--- src/hw/rtl/irpwd_pkg.sv ---
// Package for the IR pulse-width packet decoder.
// Holds configuration register indexes, reset values and shared widths.
// No dependencies.
package irpwd_pkg;

    localparam int WORD_BITS_DEFAULT  = 32;
    localparam int COUNT_BITS_DEFAULT = 16;

    localparam int THRESH_BITS   = 16;
    localparam int CODE_BITS     = 32;
    localparam int CFG_IDX_BITS  = 3;
    localparam int CFG_DATA_BITS = 32;

    typedef logic [CFG_IDX_BITS-1:0] cfg_idx_t;

    localparam cfg_idx_t CFG_ONE_PULSE_MIN = 3'd0;
    localparam cfg_idx_t CFG_ONE_PULSE_MAX = 3'd1;
    localparam cfg_idx_t CFG_TIMEOUT_TICKS = 3'd2;
    localparam cfg_idx_t CFG_CODE_FIRST    = 3'd3;
    localparam cfg_idx_t CFG_CODE_SECOND   = 3'd4;

    localparam logic [THRESH_BITS-1:0] ONE_PULSE_MIN_RESET = 16'd1400;
    localparam logic [THRESH_BITS-1:0] ONE_PULSE_MAX_RESET = 16'd2000;
    localparam logic [THRESH_BITS-1:0] TIMEOUT_TICKS_RESET = 16'hFFFF;
    localparam logic [CODE_BITS-1:0]   CODE_RESET          = 32'd0;

endpackage

--- src/hw/rtl/ir_pulse_width_packet_decoder.sv ---
// Top level of the IR pulse-width packet decoder: edge timing, bit shifting,
// packet timeout, button code match and LED toggles, with a registered output.
// Depends on irpwd_pkg.
//
//  channel | signals                                   | word
//  --------+-------------------------------------------+------------------------------
//  in      | in_valid, in_ready                        | ir_level
//  out     | out_valid, out_ready                      | packet_done, packet_word,
//          |                                           | led_first, led_second
//  cfg     | cfg_we, cfg_index, cfg_data               | register write, no handshake
//
// One word per cycle while the output is not stalled: each accepted tick updates
// state and its result lands in the output register on the same edge.
// in_ready is high while the output register is empty or being drained.
// Reset (rst_n low, asynchronous) restores the registers to their defaults,
// the line to idle high, the counter and shift word to zero and both LED states off.
// A stalled output holds its word; input is taken only when it can be stored.
module ir_pulse_width_packet_decoder #(
    parameter int WORD_BITS  = irpwd_pkg::WORD_BITS_DEFAULT,
    parameter int COUNT_BITS = irpwd_pkg::COUNT_BITS_DEFAULT
) (
    input  logic                               clk,
    input  logic                               rst_n,
    input  logic                               in_valid,
    output logic                               in_ready,
    input  logic                               ir_level,
    output logic                               out_valid,
    input  logic                               out_ready,
    output logic                               packet_done,
    output logic [irpwd_pkg::CODE_BITS-1:0]    packet_word,
    output logic                               led_first,
    output logic                               led_second,
    input  logic                               cfg_we,
    input  irpwd_pkg::cfg_idx_t                cfg_index,
    input  logic [irpwd_pkg::CFG_DATA_BITS-1:0] cfg_data
);

    localparam int TB = irpwd_pkg::THRESH_BITS;
    localparam int CB = irpwd_pkg::CODE_BITS;
    localparam int LEN_BITS = (COUNT_BITS > TB) ? COUNT_BITS : TB;
    localparam int CMP_BITS = (WORD_BITS > CB) ? WORD_BITS : CB;
    localparam logic [COUNT_BITS-1:0] COUNT_MAX = '1;

    logic [TB-1:0]         one_pulse_min_reg;
    logic [TB-1:0]         one_pulse_max_reg;
    logic [TB-1:0]         timeout_ticks_reg;
    logic [CB-1:0]         code_first_reg;
    logic [CB-1:0]         code_second_reg;

    logic                  last_level_reg;
    logic [COUNT_BITS-1:0] tick_count_reg;
    logic                  timeout_armed_reg;
    logic [WORD_BITS-1:0]  shift_word_reg;
    logic                  led_first_reg;
    logic                  led_second_reg;

    logic                  out_valid_reg;
    logic                  packet_done_reg;
    logic [CB-1:0]         packet_word_reg;
    logic                  led_first_out_reg;
    logic                  led_second_out_reg;

    logic                  last_level_next;
    logic [COUNT_BITS-1:0] tick_count_next;
    logic                  timeout_armed_next;
    logic [WORD_BITS-1:0]  shift_word_next;
    logic                  led_first_next;
    logic                  led_second_next;
    logic                  done_next;
    logic [CB-1:0]         word_next;

    logic                  accept;
    logic                  level_edge;
    logic [COUNT_BITS-1:0] count_inc;
    logic [LEN_BITS-1:0]   len_ext;
    logic [LEN_BITS-1:0]   inc_ext;
    logic                  pulse_bit;
    logic                  timeout_hit;
    logic [CMP_BITS-1:0]   word_ext;
    logic                  match_first;
    logic                  match_second;

    assign in_ready = !out_valid_reg || out_ready;
    assign accept   = in_valid && in_ready;

    always_ff @(posedge clk or negedge rst_n)
    begin
        if (!rst_n)
        begin
            one_pulse_min_reg <= irpwd_pkg::ONE_PULSE_MIN_RESET;
            one_pulse_max_reg <= irpwd_pkg::ONE_PULSE_MAX_RESET;
            timeout_ticks_reg <= irpwd_pkg::TIMEOUT_TICKS_RESET;
            code_first_reg    <= irpwd_pkg::CODE_RESET;
            code_second_reg   <= irpwd_pkg::CODE_RESET;
        end
        else if (cfg_we)
        begin
            case (cfg_index)
                irpwd_pkg::CFG_ONE_PULSE_MIN: one_pulse_min_reg <= cfg_data[TB-1:0];
                irpwd_pkg::CFG_ONE_PULSE_MAX: one_pulse_max_reg <= cfg_data[TB-1:0];
                irpwd_pkg::CFG_TIMEOUT_TICKS: timeout_ticks_reg <= cfg_data[TB-1:0];
                irpwd_pkg::CFG_CODE_FIRST:    code_first_reg    <= cfg_data[CB-1:0];
                irpwd_pkg::CFG_CODE_SECOND:   code_second_reg   <= cfg_data[CB-1:0];
                default: ;
            endcase
        end
    end

    always_comb
    begin
        level_edge  = (ir_level != last_level_reg);
        count_inc   = (tick_count_reg == COUNT_MAX) ? tick_count_reg
                                                    : tick_count_reg + 1'b1;
        len_ext     = LEN_BITS'(tick_count_reg);
        inc_ext     = LEN_BITS'(count_inc);
        pulse_bit   = (len_ext > LEN_BITS'(one_pulse_min_reg))
                   && (len_ext < LEN_BITS'(one_pulse_max_reg));
        timeout_hit = timeout_armed_reg && (inc_ext >= LEN_BITS'(timeout_ticks_reg));
        word_ext    = CMP_BITS'(shift_word_reg);
        match_first  = (word_ext == CMP_BITS'(code_first_reg));
        match_second = (word_ext == CMP_BITS'(code_second_reg));

        last_level_next    = ir_level;
        tick_count_next    = count_inc;
        timeout_armed_next = timeout_armed_reg;
        shift_word_next    = shift_word_reg;
        led_first_next     = led_first_reg;
        led_second_next    = led_second_reg;
        done_next          = 1'b0;
        word_next          = '0;

        if (level_edge)
        begin
            tick_count_next = '0;
            if (!ir_level)
            begin
                shift_word_next = {shift_word_reg[WORD_BITS-2:0], pulse_bit};
            end
            else
            begin
                timeout_armed_next = 1'b1;
            end
        end
        else if (timeout_hit)
        begin
            done_next          = 1'b1;
            word_next          = word_ext[CB-1:0];
            shift_word_next    = '0;
            timeout_armed_next = 1'b0;
            tick_count_next    = '0;
            if (match_first)
            begin
                led_first_next = !led_first_reg;
            end
            else if (match_second)
            begin
                led_second_next = !led_second_reg;
            end
        end
    end

    always_ff @(posedge clk or negedge rst_n)
    begin
        if (!rst_n)
        begin
            last_level_reg    <= 1'b1;
            tick_count_reg    <= '0;
            timeout_armed_reg <= 1'b0;
            shift_word_reg    <= '0;
            led_first_reg     <= 1'b0;
            led_second_reg    <= 1'b0;
        end
        else if (accept)
        begin
            last_level_reg    <= last_level_next;
            tick_count_reg    <= tick_count_next;
            timeout_armed_reg <= timeout_armed_next;
            shift_word_reg    <= shift_word_next;
            led_first_reg     <= led_first_next;
            led_second_reg    <= led_second_next;
        end
    end

    always_ff @(posedge clk or negedge rst_n)
    begin
        if (!rst_n)
        begin
            out_valid_reg <= 1'b0;
        end
        else if (accept)
        begin
            out_valid_reg <= 1'b1;
        end
        else if (out_ready)
        begin
            out_valid_reg <= 1'b0;
        end
    end

    always_ff @(posedge clk)
    begin
        if (accept)
        begin
            packet_done_reg    <= done_next;
            packet_word_reg    <= word_next;
            led_first_out_reg  <= led_first_next;
            led_second_out_reg <= led_second_next;
        end
    end

    assign out_valid   = out_valid_reg;
    assign packet_done = packet_done_reg;
    assign packet_word = packet_word_reg;
    assign led_first   = led_first_out_reg;
    assign led_second  = led_second_out_reg;

    a_word_zero_when_idle: assert property (@(posedge clk) disable iff (!rst_n)
        (out_valid && !packet_done) |-> (packet_word == '0))
        else $error("packet word nonzero without packet done");

    a_done_clears_packet: assert property (@(posedge clk) disable iff (!rst_n)
        (accept && done_next) |=> (!timeout_armed_reg && shift_word_reg == '0
                                   && tick_count_reg == '0))
        else $error("packet end did not clear word, timeout and counter");

    a_led_only_on_done: assert property (@(posedge clk) disable iff (!rst_n)
        (accept && !done_next) |=> (led_first_reg == $past(led_first_reg)
                                    && led_second_reg == $past(led_second_reg)))
        else $error("LED toggled without a completed packet");

    a_rise_arms: assert property (@(posedge clk) disable iff (!rst_n)
        (accept && level_edge && ir_level) |=> (timeout_armed_reg && tick_count_reg == '0))
        else $error("rising edge did not arm timeout");

endmodule
--- config.mk ---
export PLATFORM = sky130hd
export DESIGN_NAME = ir_pulse_width_packet_decoder
export DESIGN_NICKNAME = d
export VERILOG_FILES = /design/src/hw/rtl/irpwd_pkg.sv /design/src/hw/rtl/ir_pulse_width_packet_decoder.sv
export SDC_FILE = /design/constraint.sdc
export NUM_CORES = 1
export LEC_CHECK = 0
export BUFFER_PORTS_ARGS = -buffer_cell sky130_fd_sc_hd__buf_2
export CAP_MARGIN = 5
export CORE_ASPECT_RATIO = 1.4
export CORE_MARGIN = 1.5
export CORE_UTILIZATION = 45
export CTS_CLUSTER_DIAMETER = 60
export DETAILED_ROUTE_END_ITERATION = 12
export GPL_TIMING_DRIVEN = 0
export PLACE_DENSITY = 0.66
export SYNTH_ARGS = -nofsm -noshare
export SYNTH_HDL_FRONTEND = slang
export SYNTH_SLANG_ARGS = --single-unit
--- constraint.sdc ---
create_clock -name clk -period 6.2 [get_ports clk]
set_input_delay 1.24 -clock clk [delete_from_list [all_inputs] [get_ports clk]]
set_output_delay 1.24 -clock clk [all_outputs]
set_load 0.02 [all_outputs]
==> results_dict.tcl, run 1 <==
set metrics [dict create \
    outcome "finished clean" \
    post-route-period-util_pct 80.1 \
    ys_ff_latch 200 \
    setup_ws_ps 1230 \
    synth.avg_cell_area_sq_um 11.6 \
    via_per_inst 5.45 \
    clock-root-buffer "clkbuf_16" \
    diodes 0 \
    peakVddDrop_mv 0.191 \
    finalClockSkew_ps 10.0 \
    drive_gt1_share_pct 23.6 \
    wire_per_inst_microns 18.3 \
    coreArea_sq_mm 0.0212 \
    boundaryPins 78 \
    cts-buffers-inserted 17 \
    grt_pass1_vias 6699 \
    ctsLongestPathBuffers 2 \
    hp-start "last_level_reg" \
    cts.sinks 200 \
    dp_cells 1184 \
    vias 6625 \
    synth_most_common_cell "dfrtp_1" \
    ys_warn_count 0 \
    cts_resized 0 \
    syn_nets 934 \
    cts_hold_buf 0 \
    synthTopCellsByCount "136 x dfrtp_1, 76 x nand2_1, 68 x mux2_2" \
    endpoint_kind "register" \
    synth_top_area_share_pct 34.9 \
    grt_max_degree 118 \
    drcViolationCount 0 \
    gp_congestion 0.849 \
    reg2regPathDepth 13 \
    synth_top_area_cell "dfrtp_1" \
    rr_startpoint "len_ext[2]" \
    min-delay-path-class "register to register" \
    row_count 63 \
    timing.setup.tns_ps 0 \
    drt_iter0_drc 310 \
    die_w_microns 127 \
    grt_util_all_layers_pct 21.0 \
    start_kind "register" \
    power_density_mw_per_mm2 313 \
    r2r_end "packet_word[2]" \
    fmax_ghz 0.201 \
    io_buffers 77 \
    area_growth_pct 14.1 \
    rsz0062_at_grt "false" \
    r2r_slack_ps 1230 \
    grt.overflow.total 0 \
    fin_hold_ws_ps 492 \
    finalHoldViolCount 0 \
    period_minus_slack_ps 4970 \
    ant_nets 0 \
    clkTransAtPathRegs_ps 80 \
    clock_latency_ps 440 \
    required_ps 6510 \
    synth-edff-count 35 \
    fin_nets 1032 \
    final_max_slew_viol_count 0 \
    die_h_microns 177 \
    drv_cap 0 \
    drt_pass1_iterations 4 \
    hpwl_microns 17200 \
    min_to "last_level_reg" \
    cp_data_arrival_time_ps 5280 \
    post-route-util_pct 52.5 \
    antenna_found_initial 0 \
    multi_input_area_sq_mm 0.00423 \
    dpl_cell_area_sq_mm 0.0105 \
    postLayoutCellArea_sq_mm 0.0111 \
    cts_setup_buffers 0 \
    p_leak_nw 5.02 \
    worstPathMaxFanout 10 \
    relSlewSlack_pct 36.4 \
    yosys_most_used_dff "dfrtp_1" \
    syn-cell-area_sq_mm 0.00976 \
    cts_tree "done" \
    layout.cells.non_filler 1216 \
    drt_wl_total_microns 22200 \
    setup_viol 0 \
    ys_top_cells_by_area "dfrtp_1 35%, edfxtp_1 11%, mux2_2 7.8%" \
    grt_pass1_wl_microns 35700 \
    ys_seq_area_share_pct 53.4 \
    synth.distinct_cells 57 \
    n_fill_cell 1888 \
    min_path_cells 2 \
    tightest_slew_ps 954 \
    power_mw 3.49 \
    cts.htree.levels 4 \
    syn-instance-count 845 \
    initial_core_util_pct 46.0 \
    dpl_worst_slack_ps 1180 \
    regArea_sq_mm 0.00522 \
    worstSetupPathType "register to register" \
    dieArea_sq_mm 0.0226 \
    synth-async-reset-ratio_pct 82.5 \
]
[critical path, stage by stage (launching register included)]
cell and delay [ps]:
dfrtp_1 420, clkbuf_1 310, nand4_1 190, nor4_1 720
and3_1 300, and3_1 190, nor2_1 60, ha_1 320
nand4_1 190, nor3_2 370, nand4b_1 340, a311oi_2 930
clkbuf_1 320, and2_1 180
[where the power goes]
part           internal [mW]  leakage [nW]  total (mW)  switching, mW
clock network          0.579         0.298        1.12          0.543
registers               1.55          2.37        1.67          0.120
logic                  0.309          2.35       0.697          0.388
total                   2.44          5.02        3.49           1.05
[final cells by class]
type / count / share of cell area (%)
Sequential cell: 200 / 46.8
Multi-Input combinational cell: 562 / 37.9
Timing Repair Buffer: 79 / 3.98
Clock buffer: 17 / 3.82
Tap cell: 260 / 2.92
Inverter: 53 / 1.79
Clock inverter: 15 / 1.65
Buffer: 30 / 1.09
[cell families after synthesis]
kind of cell               share of synthesized area (%)
adders and majority gates                           6.15
AOI/OAI and AO/OA                                   10.6
and+or+nand+nor                                     11.3
DFF                                                 53.4
muxes                                               7.95
buffers and inverters                               3.27
xor gates and xnor gates                            7.27
[routing by layer]
metal | share of wire, % | GRT usage, % | vias up
li1 | - | - | 3187
met1 | 39 | 23.6 | 3251
met2 | 53 | 38.0 | 132
met3 | 2.6 | 3.08 | 55
met4 | 4.9 | 11.6 | 0
met5 | 0 | 0 | -
[worst max-delay path by stage]
| stage | from | endpoint | slack, ps | cells after the start |
|---|---|---|---|---|
| after floorplan | len_ext[2] | len_ext[11] | 2590 | 14 |
| after global placement | len_ext[2] | packet_word[9] | 1220 | 13 |
| after detailed placement | len_ext[2] | packet_word[2] | 1180 | 13 |
| after CTS | len_ext[2] | packet_word[2] | 1140 | 13 |
| after global routing | len_ext[2] | packet_word[8] | 970 | 13 |
| final | len_ext[2] | packet_word[2] | 1230 | 13 |
[cell usage in the layout, fill, tap and decap left out, drive strengths merged, types with 8 or more instances in the layout]
master  count
clkbuf     41
nand4      19
inv        58
nor3       15
dfstp      29
nand2      76
dfrtp     136
nor2       24
xor2       38
nand3       8
o21ai      54
and2       34
buf        85
ha         48
edfxtp     35
xnor2      43
a21oi      20
clkinv      9
mux2       68
o31ai       8
a22o       39
nor4       13
(Power assumes the default switching activity.)
==> inputs of run 2 (changes only) <==
--- a/config.mk
+++ b/config.mk
@@ -13,7 +13,7 @@
 export CTS_CLUSTER_DIAMETER = 60
 export DETAILED_ROUTE_END_ITERATION = 12
 export GPL_TIMING_DRIVEN = 0
-export PLACE_DENSITY = 0.66
+export PLACE_DENSITY = 0.68
 export SYNTH_ARGS = -nofsm -noshare
 export SYNTH_HDL_FRONTEND = slang
 export SYNTH_SLANG_ARGS = --single-unit
==> constraint.sdc (replaced) <==
create_clock -name clk -period 4.14 [get_ports clk]
set_input_delay 0.828 -clock clk [delete_from_list [all_inputs] [get_ports clk]]
set_output_delay 0.828 -clock clk [all_outputs]
set_load 0.02 [all_outputs]
==> run 2 against run 1 <==
Compared with the run above:
- worst hold slack got worse by 180 ps
- setup slack got worse by 1000 ps
- critical path depth rose by 2
- register-to-register slack got worse by 1000 ps
- sequential power rose by 51%
- cell count rose by 0.58%
- die area did not move
- clock power rose by 52%
- clock-buffer cell count did not move
- fmax rose by 26%
- global-route usage barely moved
- combinational power rose by 54%
- critical path type unchanged
- highest routed layer unchanged
==> results_dict.tcl, run 2 (synthesized netlist as in run 1, its figures left out) <==
set metrics [dict create \
    timing.setup.tns_ps 0 \
    use_met3_pct 2.81 \
    finalHoldViolCount 0 \
    dieArea_sq_mm 0.0226 \
    ant_nets 0 \
    post-route-period-util_pct 95.2 \
    clock-root-buffer "clkbuf_16" \
    relSlewSlack_pct 35.8 \
    grt.overflow.total 0 \
    cp_data_arrival_time_ps 4250 \
    cts-buffers-inserted 17 \
    via_per_inst 5.42 \
    postLayoutCellArea_sq_mm 0.0113 \
    wire_per_inst_microns 18.5 \
    fin_nets 1039 \
    seqPwrFrac_pct 47.6 \
    crit_chain "nand4_2, or3_4, or2_1, buf_2, and3_4, xor2_1, ha_1, nand2_1, o21ai_1, a221oi_4, buf_4, a31oi_4, clkbuf_4, nor3_1, a221o_1" \
    vias 6628 \
    final_common_cell "dfrtp_1" \
    final_cell_mix "129 x dfrtp_1, 81 x buf_2, 76 x nand2_1" \
    drt_pass1_iterations 4 \
    final_max_slew_viol_count 0 \
    cts_hold_buf 0 \
    start_kind "register" \
    die_h_microns 177 \
    p_clk_share_pct 32.2 \
    peakVddDrop_mv 0.348 \
    diodes 0 \
    clock_latency_ps 430 \
    grt_max_degree 116 \
    cts.sinks 200 \
    row_count 63 \
    grt_pass1_wl_microns 35800 \
    area_growth_pct 15.9 \
    top_usage_layer "met2" \
    io_buffers 77 \
    fmax_ghz 0.254 \
    initial_core_util_pct 46.0 \
    grt_util_all_layers_pct 21.0 \
    use_met1_pct 23.9 \
    antenna_found_initial 0 \
    drv_cap 0 \
    drt_wl_total_microns 22600 \
    dpl_cell_area_sq_mm 0.0105 \
    p_sw_share_pct 30.4 \
    min-delay-path-class "primary input to asynchronous set/reset pin" \
    setup_viol 0 \
    drcViolationCount 0 \
    drive_gt1_share_pct 25.3 \
    clkTransAtPathRegs_ps 80 \
    worstSetupPathType "register to register" \
    outcome "finished clean" \
    p_sw_mw 1.61 \
    required_ps 4450 \
    power.internal_mw 3.68 \
    slowest_delay_ps 490 \
    tightest_slew_ps 959 \
    cts_tree "done" \
    coreArea_sq_mm 0.0212 \
    p_comb_share_pct 20.2 \
    period_minus_slack_ps 3940 \
    drt_iter0_drc 363 \
    fin_hold_ws_ps 314 \
    ctsLongestPathBuffers 2 \
    boundaryPins 78 \
    p_leak_nw 5.09 \
    endpoint_kind "register" \
    cp_slowest_cell "dfrtp_2" \
    power_density_mw_per_mm2 468 \
    finalClockSkew_ps 13.0 \
    die_w_microns 127 \
    gp_congestion 0.892 \
    cts.htree.levels 4 \
    worstPathMaxFanout 10 \
    setup_ws_ps 199 \
    dpl_worst_slack_ps -964 \
    grt_pass1_vias 6689 \
    met2_usage_pct 38.5 \
    n_fill_cell 1848 \
    hpwl_microns 17200 \
]
==> run 2: changes by cell type in the layout (fill, tap and decap cells not counted), moves of 2 or more <==
cell     previous run  this run
buf_4               0         7
dfrtp_1           136       129
dfrtp_2             0         7
inv_6               4         1
inv_8               2         5
nor3_4              0         2
==> run 2: power by group through the flow <==
stage / clock network, mW / logic, mW / registers, mW
after floorplan: 0 / 0.726 / 2.52
after global placement: 0 / 1.02 / 2.53
after detailed placement: 0 / 1.06 / 2.55
after CTS: 1.74 / 1.08 / 2.52
after global routing: 1.82 / 1.20 / 2.56
final: 1.70 / 1.07 / 2.52
==> run 2: area by class of cell <==
class	count	area, sq um	share of cell area [%]
flip-flops and latches	200	5230	46.2
multi-input cells	562	4300	38.0
repair buffers	87	515	4.56
clock buffers	17	425	3.76
well taps	260	325	2.88
clock inverters	15	203	1.79
inverters	53	199	1.76
plain buffers	29	120	1.06
==> run 2: final timing paths <==
| kind | cells after the start | slack [ps] | end | from |
|---|---|---|---|---|
| max | 15 | 200 | len_ext[11] | len_ext[7] |
| min | 1 | 310 | len_ext[3] | rst_n |
| max reg2reg | 15 | 200 | len_ext[11] | len_ext[7] |
| min reg2reg | 2 | 500 | last_level_reg | last_level_reg |
| max in group asynchronous | 2 | 2910 | shift_word_reg[14] | rst_n |
| min in group clk | 2 | 500 | last_level_reg | last_level_reg |
==> run 2: repair_timing <==
item,in CTS,in global routing
setup endpoints to repair,85,76
buffers inserted,4,4
resized for setup,9,9
pin swaps,3,3
==> run 2: per-stage QoR <==
step,power [mW],utilization [%],instances
finish,5.29,53.3,1223
global route,5.58,53.3,1223
CTS,5.34,53.1,1219
detailed placement,3.61,49.7,1184
global placement,3.55,49.4,1182
floorplan,3.24,-,845
==> run 2: metal layers <==
metal,vias up,share of wire (%)
li1,3202,-
met1,3253,39
met2,132,54
met3,41,2.7
met4,0,4.1
met5,-,0
==> run 2: worst max-delay path, delay by kind of cell, from the launching register on <==
family,cells,cell delay (ps)
xor+xnor,1,140
flops,1,490
fa+ha+maj,1,290
buf+inv,3,630
compound gates,4,1060
simple gates,6,1210
